[config.mk]
export PLATFORM = sky130hd
export DESIGN_NAME = tfn_root_step
export DESIGN_NICKNAME = d
export VERILOG_FILES = /design/src/hw/rtl/tfn_pkg.sv /design/src/hw/rtl/tfn_root_step.sv
export SDC_FILE = /design/constraint.sdc
export NUM_CORES = 2
export LEC_CHECK = 0
export BUFFER_PORTS_ARGS = -buffer_cell sky130_fd_sc_hd__buf_2
export CORE_AREA = 2 2 769 771
export DETAILED_ROUTE_END_ITERATION = 8
export DIE_AREA = 0 0 771 773
export GPL_TIMING_DRIVEN = 0
export PLACE_DENSITY = 0.43
export SLEW_MARGIN = 40
export SYNTH_ARGS = -nofsm -noshare
export SYNTH_HDL_FRONTEND = slang
export SYNTH_SLANG_ARGS = --single-unit
[constraint.sdc]
create_clock -name clk_i -period 0.8 [get_ports clk_i]
set_clock_uncertainty 0.2 [all_clocks]
set_input_delay 0.12 -clock clk_i [delete_from_list [all_inputs] [get_ports clk_i]]
set_output_delay 0.12 -clock clk_i [all_outputs]
set_load 0.05 [all_outputs]
[src/hw/rtl/tfn_pkg.sv]
// shared types and constants of the triangle face normal block
package tfn_pkg;

  localparam int unsigned NUM_AXES = 3;

  // control word that travels with each pipeline stage
  typedef struct packed {
    logic                valid;
    logic                degen;
    logic [NUM_AXES-1:0] neg;
  } tfn_ctl_t;

endpackage

[src/hw/rtl/tfn_root_step.sv]
// one bit of the normalizing root search, all three axes, registered
module tfn_root_step import tfn_pkg::*; #(
  parameter int unsigned W  = 134,
  parameter int unsigned YW = 16,
  parameter int unsigned K  = 0
) (
  input  logic           clk_i,
  input  logic           rst_ni,
  input  tfn_ctl_t       ctl_i,
  input  logic [W-1:0]   s_i,
  input  logic [W-1:0]   r_i [NUM_AXES],
  input  logic [W-1:0]   q_i [NUM_AXES],
  input  logic [YW-1:0]  y_i [NUM_AXES],
  output tfn_ctl_t       ctl_o,
  output logic [W-1:0]   s_o,
  output logic [W-1:0]   r_o [NUM_AXES],
  output logic [W-1:0]   q_o [NUM_AXES],
  output logic [YW-1:0]  y_o [NUM_AXES]
);

  logic [W:0]    trial [NUM_AXES];
  logic          fit   [NUM_AXES];
  logic [W-1:0]  r_d   [NUM_AXES];
  logic [W-1:0]  q_d   [NUM_AXES];
  logic [YW-1:0] y_d   [NUM_AXES];

  // y^2*S grows by 2^(k+1)*y*S + 4^k*S when bit k is set
  always_comb begin
    for (int i = 0; i < NUM_AXES; i++) begin
      trial[i] = ({1'b0, q_i[i]} << (K + 1)) + ({1'b0, s_i} << (2 * K));
      fit[i]   = {1'b0, r_i[i]} >= trial[i];
      r_d[i]   = fit[i] ? (r_i[i] - trial[i][W-1:0]) : r_i[i];
      q_d[i]   = fit[i] ? (q_i[i] + (s_i << K)) : q_i[i];
      y_d[i]   = fit[i] ? (y_i[i] | (YW'(1) << K)) : y_i[i];
    end
  end

  always_ff @(posedge clk_i or negedge rst_ni) begin
    if (!rst_ni) begin
      ctl_o <= '0;
    end else begin
      ctl_o <= ctl_i;
    end
  end

  always_ff @(posedge clk_i) begin
    s_o <= s_i;
    r_o <= r_d;
    q_o <= q_d;
    y_o <= y_d;
  end

endmodule

Word level (Yosys, flattened, before mapping) --
Index checks and enable logic that the tools add are counted.
Cells by class: $add $sub $neg 9, magnitude comparators 3, multiplexer cells 6
Operator list (number):
- 2-to-1 mux 134 bit | 6
- adder 135 x 134 -> 135 bit | 3
- greater-or-equal comparator 134 x 135 -> 1 bit | 3
- adder 134 bit | 3
- subtractor 134 bit | 3
Word-level totals: bits in registers 991, bits of input ports 993, output and inout bits 991, logic and storage cells 34

Longest topological paths before layout --
depth in word-level cells 3, gate-level depth with buffers 37, gate-level depth less buffers 32

Least setup slack after synthesis --
No wires, ideal clock.
path type input port to flip-flop, start point in s_i[32], end point reg q_o[134] (netlist name), arrival 6.547 ns, required time 0.477 ns, path slack -6.070 ns, cell stages on the path 28, cells stage by stage ha_1 nand2_2 or3_4 or4_4 o41ai_2 a32oi_1 a2111oi_2 a21oi_1 o21a_1 o21ai_1 a21boi_1 o21ai_1 xnor2_1 ha_1 clkbuf_1 a21oi_1 o21ai_1 o21a_1 nor2_1 or4_1 o21a_1 o21ai_1 nand4_1 a31o_1 a2111o_1 buf_2 buf_2 mux2_1
RTL lines:
- start: declaration | RTL line tfn_root_step.sv:10 | input logic [W-1:0] s_i,
- end signal: assignment | RTL line tfn_root_step.sv:49 | q_o <= q_d;
- end: declaration | RTL line tfn_root_step.sv:17 | output logic [W-1:0] q_o [NUM_AXES],

==> flow_metrics.py <==
metrics = {
    "cells_and_area": {
        "layout.cells.most_common": "sky130_fd_sc_hd__buf_2",
        "final_nets": 19460,
        "finalNonFillerCells": 25400,
        "post_route_cells_drive_above_1_share": 0.2122,
        "mostFrequentLayoutCells": "sky130_fd_sc_hd__buf_2 (1922), sky130_fd_sc_hd__a21oi_1 (1620), sky130_fd_sc_hd__nand2_1 (1494)",
        "layout.cell_area.non_filler_um2": 148200,
        "synthToLayoutAreaGrowth_pct": 44.70,
    },
    "yosys": {
        "postSynthCellCount": 13860,
        "avgSynthCellArea_um2": 7.388,
        "yosysTopAreaCellShare": 0.1928,
        "synth_cell_type_count": 96,
        "synth_top_cell_by_area": "sky130_fd_sc_hd__dfxtp_1",
        "synth_enable_flop_cells": 0,
        "seq_area_frac_synth": 0.1940,
        "ys_ff_latch": 991,
        "syn_nets": 16060,
        "yosys_warnings": 0,
        "largest_cells_by_area_after_synthesis": "sky130_fd_sc_hd__dfxtp_1 (19%), sky130_fd_sc_hd__ha_1 (15%), sky130_fd_sc_hd__a21oi_1 (8.3%)",
        "postSynth.asyncResetShare": 0.005045,
        "synthesis.area_um2": 102400,
        "synthFlopType": "sky130_fd_sc_hd__dfxtp_1",
    },
    "timing": {
        "rsz0062_at_grt": "true",
        "clock.fmax_mhz": 135.6,
        "slew_viol_final": 0,
        "final_hold_viol_count": 533,
        "setup_violations": 1872,
        "tns_ns": -6171.80,
        "timing_worst_slew_pin_value_ns": 1.123,
        "finalWorstSetupSlack_ns": -6.575,
        "max-slew-margin-rel": 0.2489,
        "period_needed_ns": 7.375,
        "final_min_period_over_clock_period": 9.219,
        "timing.hold.ws_ns": -0.7677,
    },
    "placed_design": {
        "placedCellCount": 23690,
        "detailed_placement_hpwl_mm": 685.5,
        "portBuffers": 1983,
        "place.gp.congestion": 0.9797,
        "placed_cell_area_um2": 124300,
        "post-place-ws_ns": -11.37,
    },
    "routing": {
        "drtAntennaViolNets": 0,
        "detail_route.drc_violations": 0,
        "finalWirelength_mm": 857.1,
        "total_via_count_after_detailed_routing": 127200,
        "vias_per_cell": 5.008,
        "wire_per_inst_um": 33.75,
        "drt_iter0_drc": 12540,
        "drt_first_pass_iters": 7,
    },
    "clocking": {
        "cts_sinks": 991,
        "tritoncts_clock_tree": "done",
        "cts-htree-levels": 4,
        "cts.clk_slew.worst_paths_ns": 0.06,
        "cts.root.buffer_cell": "sky130_fd_sc_hd__clkbuf_16",
        "max-clock-path-buffers": 4,
        "numCtsBuffers": 152,
    },
    "setup_path": {
        "critical-path-slowest-cell": "sky130_fd_sc_hd__or3_4",
        "slowest_delay_ns": 0.47,
        "crit_path_start": "s_i[20]",
        "critPathMaxFanout": 7,
        "cp-end-kind": "flip-flop",
        "cp.required_ns": 1.38,
        "setup.worst_path.class": "in2reg",
        "worst_setup_path_start_kind": "input port",
        "timing.critical_path.arrival_ns": 7.96,
    },
    "pwr": {
        "worst_ir_drop_vdd_uv": 2460,
        "leakagePower_nw": 64.28,
        "pwr_density_cell_nw_per_um2": 2479,
    },
    "floorplan": {
        "die_height_um": 773,
        "ios": 1984,
        "core_area_um2": 587800,
        "row_count": 282,
        "die_area_um2": 596000,
        "die_w_um": 771,
        "initial_utilization": 0.1742,
    },
    "hold_path": {
        "hold_depth": 1,
        "min-delay-path-class": "in2reg",
        "min_delay_src": "s_i[1]",
    },
    "grt": {
        "antenna_found_initial": 421,
        "globalRoute.totalOverflow": 0,
        "first_global_vias": 123000,
        "grt_util_all_layers": 0.2723,
        "grt_start_max_net_pins": 14,
        "met3_global_route_usage": 0.07178,
        "grt_use_met2": 0.4093,
        "met1_usage": 0.3461,
        "globalRoute.busiestLayer": "met2",
        "first_pass_grt_wire_length_mm": 1105,
    },
    "status": {
        "violations_in_the_final_reports": "negative hold slack, negative setup slack",
        "run_status": "finished with violations",
    },
    "run": {
        "maxCapViolCount": 0,
    },
}
[logic make-up after synthesis]
logic type,synth area share
xor+xnor,0.09914
buf+inv,0.04353
compound gates,0.3032
simple gates,0.1818
flops,0.1940
mux,0.02990
fa+ha+maj,0.1484
[layout make-up]
| cell class | instances | area, um^2 |
|---|---|---|
| Buffer | 660 | 3790 |
| Timing Repair Buffer | 3321 | 24500 |
| Fill cell | 65580 | 439700 |
| Antenna cell | 217 | 543.0 |
| Clock buffer | 189 | 4164 |
| Sequential cell | 991 | 19860 |
| Tap cell | 7810 | 9772 |
| Inverter | 377 | 1419 |
| Multi-Input combinational cell | 11750 | 83140 |
| Clock inverter | 81 | 964.7 |
[Yosys cell counts, drive strengths merged (103+ instances only)]
cell type	count
nand2	1600
a21oi	1708
xor2	480
o21bai	333
nor2	850
nand3	196
o21a	129
dfxtp	986
o21ai	1402
a31oi	135
nor2b	112
xnor2	679
mux2	263
nand4	502
a21o	735
nor3	200
ha	1200
inv	377
clkbuf	638
buf	103
nand2b	121
[stage by stage]
stage	total power [W]	util	hold slack [ns]
after global routing	0.3846	0.2515	-0.8197
after floorplan	0.1968	-	-0.3756
after detailed placement	0.2740	0.2114	-0.2444
after global placement	0.2738	0.2097	-0.2449
final	0.3674	0.2521	-0.7677
after CTS	0.3638	0.2471	-0.8846
[power breakdown]
group	internal (W)	switching, W
clock network	0.0418	0.0305
logic	0.0686	0.161
registers	0.0604	0.00532
total	0.171	0.197
[worst max-delay path: cells and delay by family]
family / cells / cell delay, ns
AOI/OAI and AO/OA: 13 / 2.59
and+or+nand+nor: 13 / 2.44
buffers and inverters: 10 / 1.79
adders and majority gates: 2 / 0.53
xor gates and xnor gates: 1 / 0.32
[layer usage]
metal / vias to the layer above / wire length [um] / part of all wire
met2: 6156 / 359100 / 0.42
li1: 57790 / - / -
met1: 61600 / 359300 / 0.42
met5: - / 855 / 0.0010
met3: 1518 / 77370 / 0.090
met4: 124 / 60430 / 0.071
[final timing paths]
check                                      to  slack [ns]
max                          q_o[272]$_DFF_P_       -6.58
min                            s_o[1]$_DFF_P_       -0.77
max in group asynchronous  ctl_o[2]$_DFF_PN0_        0.20
min in group asynchronous  ctl_o[3]$_DFF_PN0_       -0.03
[what timing repair did]
action,4_1_cts,5_1_grt
setup endpoints to repair,1798,1855
setup buffers,141,53
resized for setup,779,461
cloned,8,9
pin swaps,122,112
hold buffers,1079,17
endpoints found under the hold margin,996,656
[flip-flops by register name, summed over array words and instances (netlist names)]
signal  flops
q_o       402
r_o       402
s_o       134
y_o        48
ctl_o       5
No activity file was read; power rests on OpenSTA's default activity.
